File: src/design/ednm_pkg.sv
// ---------------------------------------------------------------------------
// ednm_pkg - shared types and constants for the edit-distance match unit
// Operation codes, field widths, saturation limit and the cell result type.
// ---------------------------------------------------------------------------
package ednm_pkg;

    localparam int unsigned MAX_LEN_DEFAULT = 64;

    localparam int unsigned CHAR_W = 8;
    localparam int unsigned DIST_W = 16;
    localparam int unsigned IDX_W  = 16;

    localparam logic [DIST_W-1:0] DIST_SAT = {DIST_W{1'b1}};
    localparam logic [IDX_W-1:0]  IDX_SAT  = {IDX_W{1'b1}};

    // Operation codes carried on the op field
    localparam logic [1:0] OP_SOURCE = 2'd0;
    localparam logic [1:0] OP_CAND   = 2'd1;
    localparam logic [1:0] OP_END    = 2'd2;
    localparam logic [1:0] OP_FINISH = 2'd3;

    // Result of one row cell update
    typedef struct packed {
        logic [DIST_W-1:0] value;
        logic              sat;
    } cell_res_t;

endpackage

File: src/design/edit_distance_nearest_match_unit.sv
// ---------------------------------------------------------------------------
// edit_distance_nearest_match_unit - nearest candidate by edit distance
// Loads a source string, then scores streamed candidates against it with a
// one-row Levenshtein update and reports the first closest candidate.
// ---------------------------------------------------------------------------
//
//  channel | handshake               | fields
//  --------+-------------------------+--------------------------------------
//  in      | in_valid / in_stall     | op, character, last
//  out     | out_valid / out_stall   | best_index, best_distance, found,
//          |                         | overflow
//
// Items: a source byte, an end-of-candidate item and a finish item are
// each handled as they are accepted. A candidate byte is accepted, then its
// row is updated one cell at a time, cells 0 to source_length, as set by
// the single cell update unit and the one read port of the distance row RAM.
// Reset: asynchronous, active low; control state clears at once, no sweep.
// The row RAM is never cleared: a fresh row reads its cell i as i.
// Stalls: the input stalls while a row update runs, and while a finished
// result waits in the output register with out_stall high.
// ---------------------------------------------------------------------------
module edit_distance_nearest_match_unit #(
    parameter int unsigned MAX_LEN = ednm_pkg::MAX_LEN_DEFAULT
) (
    input  logic                              clk,
    input  logic                              rst_n,

    input  logic                              in_valid,
    output logic                              in_stall,
    input  logic [1:0]                        op,
    input  logic [ednm_pkg::CHAR_W-1:0]       character,
    input  logic                              last,

    output logic                              out_valid,
    input  logic                              out_stall,
    output logic [ednm_pkg::IDX_W-1:0]        best_index,
    output logic [ednm_pkg::DIST_W-1:0]       best_distance,
    output logic                              found,
    output logic                              overflow
);

    localparam int unsigned ROW_DEPTH = MAX_LEN + 1;
    localparam int unsigned ROW_AW    = (ROW_DEPTH > 1) ? $clog2(ROW_DEPTH) : 1;
    localparam int unsigned SRC_AW    = (MAX_LEN > 1) ? $clog2(MAX_LEN) : 1;
    localparam logic [ROW_AW-1:0] LEN_MAX = ROW_AW'(MAX_LEN);

    localparam int unsigned DW = ednm_pkg::DIST_W;
    localparam int unsigned IW = ednm_pkg::IDX_W;
    localparam int unsigned CW = ednm_pkg::CHAR_W;

    typedef enum logic {
        S_IDLE,
        S_ROW
    } state_t;

    // Control state
    state_t              state_reg,   state_next;
    logic [ROW_AW-1:0]   len_reg,     len_next;
    logic [ROW_AW-1:0]   cell_reg,    cell_next;
    logic [IW-1:0]       cnt_reg,     cnt_next;
    logic                fresh_reg,   fresh_next;
    logic [DW-1:0]       best_reg,    best_next;
    logic [IW-1:0]       pos_reg,     pos_next;
    logic                found_reg,   found_next;
    logic                ovf_reg,     ovf_next;
    logic                last_reg,    last_next;

    // Registered outputs
    logic                out_valid_reg,  out_valid_next;
    logic [IW-1:0]       out_index_reg,  out_index_next;
    logic [DW-1:0]       out_dist_reg,   out_dist_next;
    logic                out_found_reg,  out_found_next;
    logic                out_ovf_reg,    out_ovf_next;

    // Datapath payload
    logic [CW-1:0]       ch_reg,      ch_next;
    logic [DW-1:0]       left_reg,    left_next;
    logic [DW-1:0]       diag_reg,    diag_next;

    // Memories and the cell unit
    logic                src_we;
    logic [SRC_AW-1:0]   src_waddr;
    logic [SRC_AW-1:0]   src_raddr;
    logic [CW-1:0]       src_rdata;
    logic                row_we;
    logic [ROW_AW-1:0]   row_raddr;
    logic [DW-1:0]       row_rdata;
    logic [DW-1:0]       old_val;
    ednm_pkg::cell_res_t cell_res;

    // End-of-candidate bookkeeping
    logic                end_en;
    logic [DW-1:0]       end_d;

    logic                in_accept;
    logic                out_take;
    logic                row_last_cell;

    assign in_stall  = (state_reg != S_IDLE) || (out_valid_reg && out_stall);
    assign in_accept = in_valid && !in_stall;
    assign out_take  = out_valid_reg && !out_stall;

    assign out_valid     = out_valid_reg;
    assign best_index    = out_index_reg;
    assign best_distance = out_dist_reg;
    assign found         = out_found_reg;
    assign overflow      = out_ovf_reg;

    assign row_last_cell = (cell_reg == len_reg);

    // Read the next cell while the current one is written; read cell 0 when idle
    assign row_raddr = (state_reg == S_ROW && !row_last_cell) ?
                       cell_reg + 1'b1 : '0;
    assign src_raddr = cell_reg[SRC_AW-1:0];
    assign src_waddr = len_reg[SRC_AW-1:0];

    // A fresh row holds i at cell i without ever being written
    assign old_val = fresh_reg ? DW'(cell_reg) : row_rdata;

    ednm_ram #(
        .WIDTH (CW),
        .DEPTH (MAX_LEN)
    ) u_src_ram (
        .clk   (clk),
        .we    (src_we),
        .waddr (src_waddr),
        .wdata (character),
        .raddr (src_raddr),
        .rdata (src_rdata)
    );

    ednm_ram #(
        .WIDTH (DW),
        .DEPTH (ROW_DEPTH)
    ) u_row_ram (
        .clk   (clk),
        .we    (row_we),
        .waddr (cell_reg),
        .wdata (cell_res.value),
        .raddr (row_raddr),
        .rdata (row_rdata)
    );

    ednm_cell u_cell (
        .first    (cell_reg == '0),
        .match    (src_rdata == ch_reg),
        .old_val  (old_val),
        .left_val (left_reg),
        .diag_val (diag_reg),
        .res      (cell_res)
    );

    always_comb
    begin
        state_next     = state_reg;
        len_next       = len_reg;
        cell_next      = cell_reg;
        cnt_next       = cnt_reg;
        fresh_next     = fresh_reg;
        best_next      = best_reg;
        pos_next       = pos_reg;
        found_next     = found_reg;
        ovf_next       = ovf_reg;
        last_next      = last_reg;
        out_valid_next = out_valid_reg;
        out_index_next = out_index_reg;
        out_dist_next  = out_dist_reg;
        out_found_next = out_found_reg;
        out_ovf_next   = out_ovf_reg;
        ch_next        = ch_reg;
        left_next      = left_reg;
        diag_next      = diag_reg;
        src_we         = 1'b0;
        row_we         = 1'b0;
        end_en         = 1'b0;
        end_d          = '0;

        // drop the result once taken; a finish below may refill it
        if (out_take)
        begin
            out_valid_next = 1'b0;
        end

        case (state_reg)
            S_IDLE:
            begin
                if (in_accept)
                begin
                    case (op)
                        ednm_pkg::OP_SOURCE:
                        begin
                            // abandon any partial candidate, append or drop the byte
                            fresh_next = 1'b1;
                            if (len_reg < LEN_MAX)
                            begin
                                src_we   = 1'b1;
                                len_next = len_reg + 1'b1;
                            end
                            else
                            begin
                                ovf_next = 1'b1;
                            end
                        end
                        ednm_pkg::OP_CAND:
                        begin
                            cell_next  = '0;
                            ch_next    = character;
                            last_next  = last;
                            state_next = S_ROW;
                        end
                        ednm_pkg::OP_END:
                        begin
                            end_en = 1'b1;
                            end_d  = fresh_reg ? DW'(len_reg) : left_reg;
                        end
                        ednm_pkg::OP_FINISH:
                        begin
                            out_valid_next = 1'b1;
                            out_index_next = found_reg ? pos_reg : '0;
                            out_dist_next  = found_reg ? best_reg : '0;
                            out_found_next = found_reg;
                            out_ovf_next   = ovf_reg;
                            len_next       = '0;
                            cnt_next       = '0;
                            fresh_next     = 1'b1;
                            best_next      = ednm_pkg::DIST_SAT;
                            pos_next       = '0;
                            found_next     = 1'b0;
                            ovf_next       = 1'b0;
                        end
                        default:
                        begin
                        end
                    endcase
                end
            end

            S_ROW:
            begin
                // update one cell, advance the left and diagonal neighbors
                row_we    = 1'b1;
                left_next = cell_res.value;
                diag_next = old_val;
                if (cell_res.sat)
                begin
                    ovf_next = 1'b1;
                end
                if (row_last_cell)
                begin
                    fresh_next = 1'b0;
                    state_next = S_IDLE;
                    if (last_reg)
                    begin
                        end_en = 1'b1;
                        end_d  = cell_res.value;
                    end
                end
                else
                begin
                    cell_next = cell_reg + 1'b1;
                end
            end

            default:
            begin
                state_next = S_IDLE;
            end
        endcase

        // Close a candidate: strict compare keeps the first at the minimum
        if (end_en)
        begin
            if (!found_reg || end_d < best_reg)
            begin
                best_next = end_d;
                pos_next  = cnt_reg;
            end
            found_next = 1'b1;
            if (cnt_reg == ednm_pkg::IDX_SAT)
            begin
                ovf_next = 1'b1;
            end
            else
            begin
                cnt_next = cnt_reg + 1'b1;
            end
            fresh_next = 1'b1;
        end
    end

    always_ff @(posedge clk or negedge rst_n)
    begin
        if (!rst_n)
        begin
            state_reg     <= S_IDLE;
            len_reg       <= '0;
            cell_reg      <= '0;
            cnt_reg       <= '0;
            fresh_reg     <= 1'b1;
            best_reg      <= ednm_pkg::DIST_SAT;
            pos_reg       <= '0;
            found_reg     <= 1'b0;
            ovf_reg       <= 1'b0;
            last_reg      <= 1'b0;
            out_valid_reg <= 1'b0;
            out_index_reg <= '0;
            out_dist_reg  <= '0;
            out_found_reg <= 1'b0;
            out_ovf_reg   <= 1'b0;
        end
        else
        begin
            state_reg     <= state_next;
            len_reg       <= len_next;
            cell_reg      <= cell_next;
            cnt_reg       <= cnt_next;
            fresh_reg     <= fresh_next;
            best_reg      <= best_next;
            pos_reg       <= pos_next;
            found_reg     <= found_next;
            ovf_reg       <= ovf_next;
            last_reg      <= last_next;
            out_valid_reg <= out_valid_next;
            out_index_reg <= out_index_next;
            out_dist_reg  <= out_dist_next;
            out_found_reg <= out_found_next;
            out_ovf_reg   <= out_ovf_next;
        end
    end

    always_ff @(posedge clk)
    begin
        ch_reg   <= ch_next;
        left_reg <= left_next;
        diag_reg <= diag_next;
    end

`ifndef SYNTHESIS
    // The row walk never passes the end of the source
    assert property (@(posedge clk) disable iff (!rst_n)
        (state_reg == S_ROW) |-> (cell_reg <= len_reg))
        else $error("row cell index beyond source length");

    // A finish clears the search and presents a result next cycle
    assert property (@(posedge clk) disable iff (!rst_n)
        (in_accept && op == ednm_pkg::OP_FINISH) |=>
        (out_valid && len_reg == '0 && !found_reg && fresh_reg))
        else $error("finish did not reset the search");

    // The best position never runs ahead of the candidate count
    assert property (@(posedge clk) disable iff (!rst_n)
        found_reg |-> (pos_reg <= cnt_reg))
        else $error("best position ahead of candidate count");

    // A candidate byte holds the input off until its row is done
    assert property (@(posedge clk) disable iff (!rst_n)
        (in_accept && op == ednm_pkg::OP_CAND) |=> (state_reg == S_ROW && in_stall))
        else $error("candidate byte did not start a row update");
`endif

endmodule

File: src/design/ednm_ram.sv
// ---------------------------------------------------------------------------
// ednm_ram - generic simple dual-port RAM
// One write port, one read port, registered read data.
// ---------------------------------------------------------------------------
module ednm_ram #(
    parameter int unsigned WIDTH = 8,
    parameter int unsigned DEPTH = 64,
    localparam int unsigned AW   = (DEPTH > 1) ? $clog2(DEPTH) : 1
) (
    input  logic             clk,
    input  logic             we,
    input  logic [AW-1:0]    waddr,
    input  logic [WIDTH-1:0] wdata,
    input  logic [AW-1:0]    raddr,
    output logic [WIDTH-1:0] rdata
);

    logic [WIDTH-1:0] mem [DEPTH];

    always_ff @(posedge clk)
    begin
        if (we)
        begin
            mem[waddr] <= wdata;
        end
        rdata <= mem[raddr];
    end

endmodule

File: src/design/ednm_cell.sv
// ---------------------------------------------------------------------------
// ednm_cell - Levenshtein row cell update
// Min of three neighbors plus one with saturation, or diagonal on a match; cell 0 is its old value plus one.
// ---------------------------------------------------------------------------
module ednm_cell (
    input  logic                              first,
    input  logic                              match,
    input  logic [ednm_pkg::DIST_W-1:0]       old_val,
    input  logic [ednm_pkg::DIST_W-1:0]       left_val,
    input  logic [ednm_pkg::DIST_W-1:0]       diag_val,
    output ednm_pkg::cell_res_t               res
);

    logic [ednm_pkg::DIST_W-1:0] min2;
    logic [ednm_pkg::DIST_W-1:0] min3;
    logic [ednm_pkg::DIST_W-1:0] base;

    always_comb
    begin
        min2 = (old_val < left_val) ? old_val : left_val;
        min3 = (diag_val < min2) ? diag_val : min2;
        base = first ? old_val : min3;

        if (!first && match)
        begin
            res.value = diag_val;
            res.sat   = 1'b0;
        end
        else if (base == ednm_pkg::DIST_SAT)
        begin
            // hold at the ceiling and flag it
            res.value = ednm_pkg::DIST_SAT;
            res.sat   = 1'b1;
        end
        else
        begin
            res.value = base + 1'b1;
            res.sat   = 1'b0;
        end
    end

endmodule

File: config.mk
export PLATFORM = sky130hd
export DESIGN_NAME = edit_distance_nearest_match_unit
export DESIGN_NICKNAME = d
export VERILOG_FILES = /design/src/design/ednm_pkg.sv /design/src/design/edit_distance_nearest_match_unit.sv /design/src/design/ednm_ram.sv /design/src/design/ednm_cell.sv
export SDC_FILE = /design/constraint.sdc
export NUM_CORES = 2
export LEC_CHECK = 0
export ABC_AREA = 1
export BUFFER_PORTS_ARGS = -buffer_cell sky130_fd_sc_hd__buf_2
export CORE_MARGIN = 3
export CORE_UTILIZATION = 50
export DETAILED_ROUTE_END_ITERATION = 10
export PLACE_DENSITY = 0.68
export SLEW_MARGIN = 10
export SYNTH_ARGS = -nofsm -noshare
export SYNTH_HDL_FRONTEND = slang
export SYNTH_SLANG_ARGS = --single-unit
File: constraint.sdc
create_clock -name clk -period 6.34 [get_ports clk]
set_input_delay 1.902 -clock clk [delete_from_list [all_inputs] [get_ports clk]]
set_output_delay 1.902 -clock clk [all_outputs]
set_load 0.05 [all_outputs]
==> impl_metrics.toml <==
[layout]
nNetsFinal = 5425
largest_register_ffs = 1040
regMostFlops = "u_row_ram.mem"
final_layout_size_suffix_gt1_share_pct = 13.4
areaGrowthSynthToFinish_pct = 14.3
antenna_cells = 0
largestRegisters = "u_row_ram.mem: 1040 flops, u_src_ram.mem: 512 flops"
n_fill_cell = 10500

[pwr]
vdd_drop_max_mv = 0.834
switching_share_pct = 41.7
p_clk_share_pct = 20.4
comb_power_share_pct = 43.2
pwr-share-seq_pct = 36.4
p_leak_nw = 27.0
p_int_mw = 27.8
powerDensity_nw_per_um2 = 609
finalPower_mw = 47.6
p_switching_mw = 19.9

[timing]
maxSlewHeadroom_pct = 14.3
worst_pin_slew_ns = 1.27
fmax_mhz = 156
post-route-worst-setup-slack_ns = -0.0721
setup_violations = 28
fin_crit_ns = 6.41
rsz0062_at_grt = "true"
drv_slew = 0
skew_ns = 0.0422
hold_viol_final = 0
finalCritPeriodShare_pct = 101

[routing]
met1Wirelength_um = 73500
routed_via_density = 6.14
met3WireLength_um = 16100
met2_length_um = 85200
routed_wl_um = 182000
vias = 44600
drc = 0
first_pass_iters = 6
highest_layer = "met4"
avgRoutedWirePerCell_um = 25.0
first_iter_violations = 5836
ant_nets = 0

[floorplan]
die_w_um = 376
row_count = 135
die_h_um = 376
die_area_um2 = 141000
core_area_um2 = 136000
ios = 51
start_util_pct = 50.4

[clock_network]
clkLatencyLatePin_ns = 0.83
cts_root_buf = "clkbuf_16"
clockBufferDepth = 3
htree_levels = 4
numCtsBuffers = 169
cts_hold_buf = 0
clock-sinks = 1718
cts_tree = "done"
clk_pin_slew_ns = 0.06

[global_routing]
grt_pass1_vias = 42600
grt_antenna_before_repair = 0
grt_pass1_wl_um = 270000
grt_remaining_overflow = 0
grt_max_degree = 139
track_usage_pct = 25.2

[worst_setup_path]
worst-endpoint-arrival_ns = 7.11
cp_slowest_cell = "dfstp_2"
cp_top_family = "simple AND/OR/NAND/NOR gates"
cp-end-kind = "flop"
crit_buf_inv = 12
start_kind = "flop"
path_max_fanout = 8
required_ns = 7.04
path_class = "reg2reg"
critPathMaxStageDelay_ns = 0.61

[place]
place_worst_setup_slack_ns = -0.351
hpwl_um = 102000
io_buffers = 50
gp_congestion = 0.907

[yosys]
synth_cell_types = 48
syn_area_per_cell_um2 = 13.2
syn_inst = 5179
ys_seq_area_share_pct = 74.3
synthFlopType = "edfxtp_1"
async_flop_share_pct = 5.94
synth_edf_count = 1592
ys_ff_latch = 1718
syn_nets = 5248
yosys_warnings = 0
netlist_area_um2 = 68500

[outcome]
status = "finished, violations left"
violations = "setup timing"

[worst_hold_path]
hold_path_class = "reg2reg"

[run]
max_cap_violations = 0
layout by cell type (no fill, tap or decap), types with 9 or more instances in the layout:
cell          n
edfxtp_1   1592
nand2_1    1143
a21oi_1     302
o22ai_1     269
buf_4       242
nor2_1      187
clkbuf_16   170
inv_1       152
nand3_1     143
a211oi_1    136
a311oi_1    128
o21ai_0     119
dfrtp_1      84
a22oi_1      81
nand4_1      67
a22o_1       59
a221oi_1     57
buf_2        49
ha_1         44
clkbuf_1     38
clkinv_1     32
clkinv_2     28
dfxtp_1      24
buf_12       22
nand2_2      21
inv_2        20
xor2_1       18
o21ai_2      17
a31oi_1      17
dfstp_2      17
nor3_1       13
o21ai_1      12
nand2_4      12
o22ai_2      10
clkinv_16    10
bufinv_16    10
buf_6        10
nor2_2        9
logic make-up after synthesis:
| logic type | after synthesis | share of synthesized area (%) |
|---|---|---|
| and+or+nand+nor | 1635 | 9.71 |
| muxes | 2 | 0.0292 |
| adders and majority gates | 54 | 0.987 |
| buffers and inverters | 511 | 2.89 |
| xor gates and xnor gates | 26 | 0.333 |
| AOI/OAI and AO/OA | 1233 | 11.8 |
| DFF | 1718 | 74.3 |
final cells by class:
type / count / area [um2] / share of cell area [%]
clock buffers: 213 / 4450 / 5.69
clock inverters: 83 / 953 / 1.22
inverters: 185 / 732 / 0.936
multi-input cells: 2954 / 16300 / 20.8
flip-flops and latches: 1718 / 50900 / 65.0
well taps: 1781 / 2230 / 2.85
repair buffers: 328 / 2700 / 3.45
power groups by stage:
stage / clock [mW] / combinational (mW) / sequential (mW)
3_3_place_gp: 0 / 19.5 / 17.5
3_5_place_dp: 0 / 19.8 / 17.5
5_1_grt: 10.3 / 21.9 / 17.4
2_1_floorplan: 0 / 10.4 / 17.8
4_1_cts: 9.84 / 20.0 / 17.3
6_report: 9.73 / 20.6 / 17.4
cell usage after synthesis (all sizes together) (2+ instances only):
cell type  instances  area [um2]
a221oi            57         499
nor2             204         793
clkinv             6        22.5
nor3b              2        15.0
dfxtp             24         480
mux2i              2        20.0
nor4               9        56.3
clkbuf           268        1010
nand2           1176        4460
xnor2              7        61.3
dfstp             17         447
buf               58         278
a211oi           141        1060
nor3              24         120
inv              179         672
nand3            149         751
nand4             68         432
a21oi            308        1540
o22ai            279        1750
o211ai             3        22.5
a41oi              3        26.3
a31oi             17         106
xor2              19         166
ha                54         676
a311oi           128        1120
a21boi             5        37.5
o21ai            149         749
o221a              2        22.5
edfxtp          1592       47800
a22oi             81         608
a22o              59         517
dfrtp             85        2130
stage by stage:
stage	TNS [ns]	cell area [um2]	utilization (%)	cells	hold WS [ns]
6_report	-0.887	78200	57.6	7262	0.473
2_1_floorplan	0	68500	-	5179	0.449
3_3_place_gp	-3.20	72000	53.0	6938	0.458
5_1_grt	-13.03	78200	57.6	7262	0.495
4_1_cts	0	77700	57.2	7247	0.481
3_5_place_dp	-10.40	72000	53.0	6938	0.462
worst min-delay path, stage by stage, from the launching register on:
cell and delay [ns]:
dfrtp_1 0.34, nand2_1 0.05, nand2_1 0.05
worst paths after layout:
kind                            from          to  slack (ns)  cells past startpoint
hold reg to reg                found       found        0.47                      2
setup reg to reg           fresh_reg  pos_reg[1]       -0.07                     43
setup / recovery           fresh_reg  pos_reg[1]       -0.07                     43
max in group asynchronous      rst_n   state_reg        4.10                      2
hold / removal                 found       found        0.47                      2
min in group asynchronous      rst_n  pos_reg[6]        1.19                      1
timing repair:
item / CTS / global route
gates resized for setup: 50 / 98
setup endpoints to repair: 32 / 220
buffers inserted: 11 / 13
gates cloned: 2 / 3
pin swaps: 19 / 43
per-layer routing:
layer | vias up | track usage (%)
li1 | 19800 | -
met1 | 22100 | 35.7
met2 | 2339 | 39.3
met3 | 369 | 4.33
met4 | 0 | 10.1
met5 | - | 0
(Power assumes the default switching activity.)
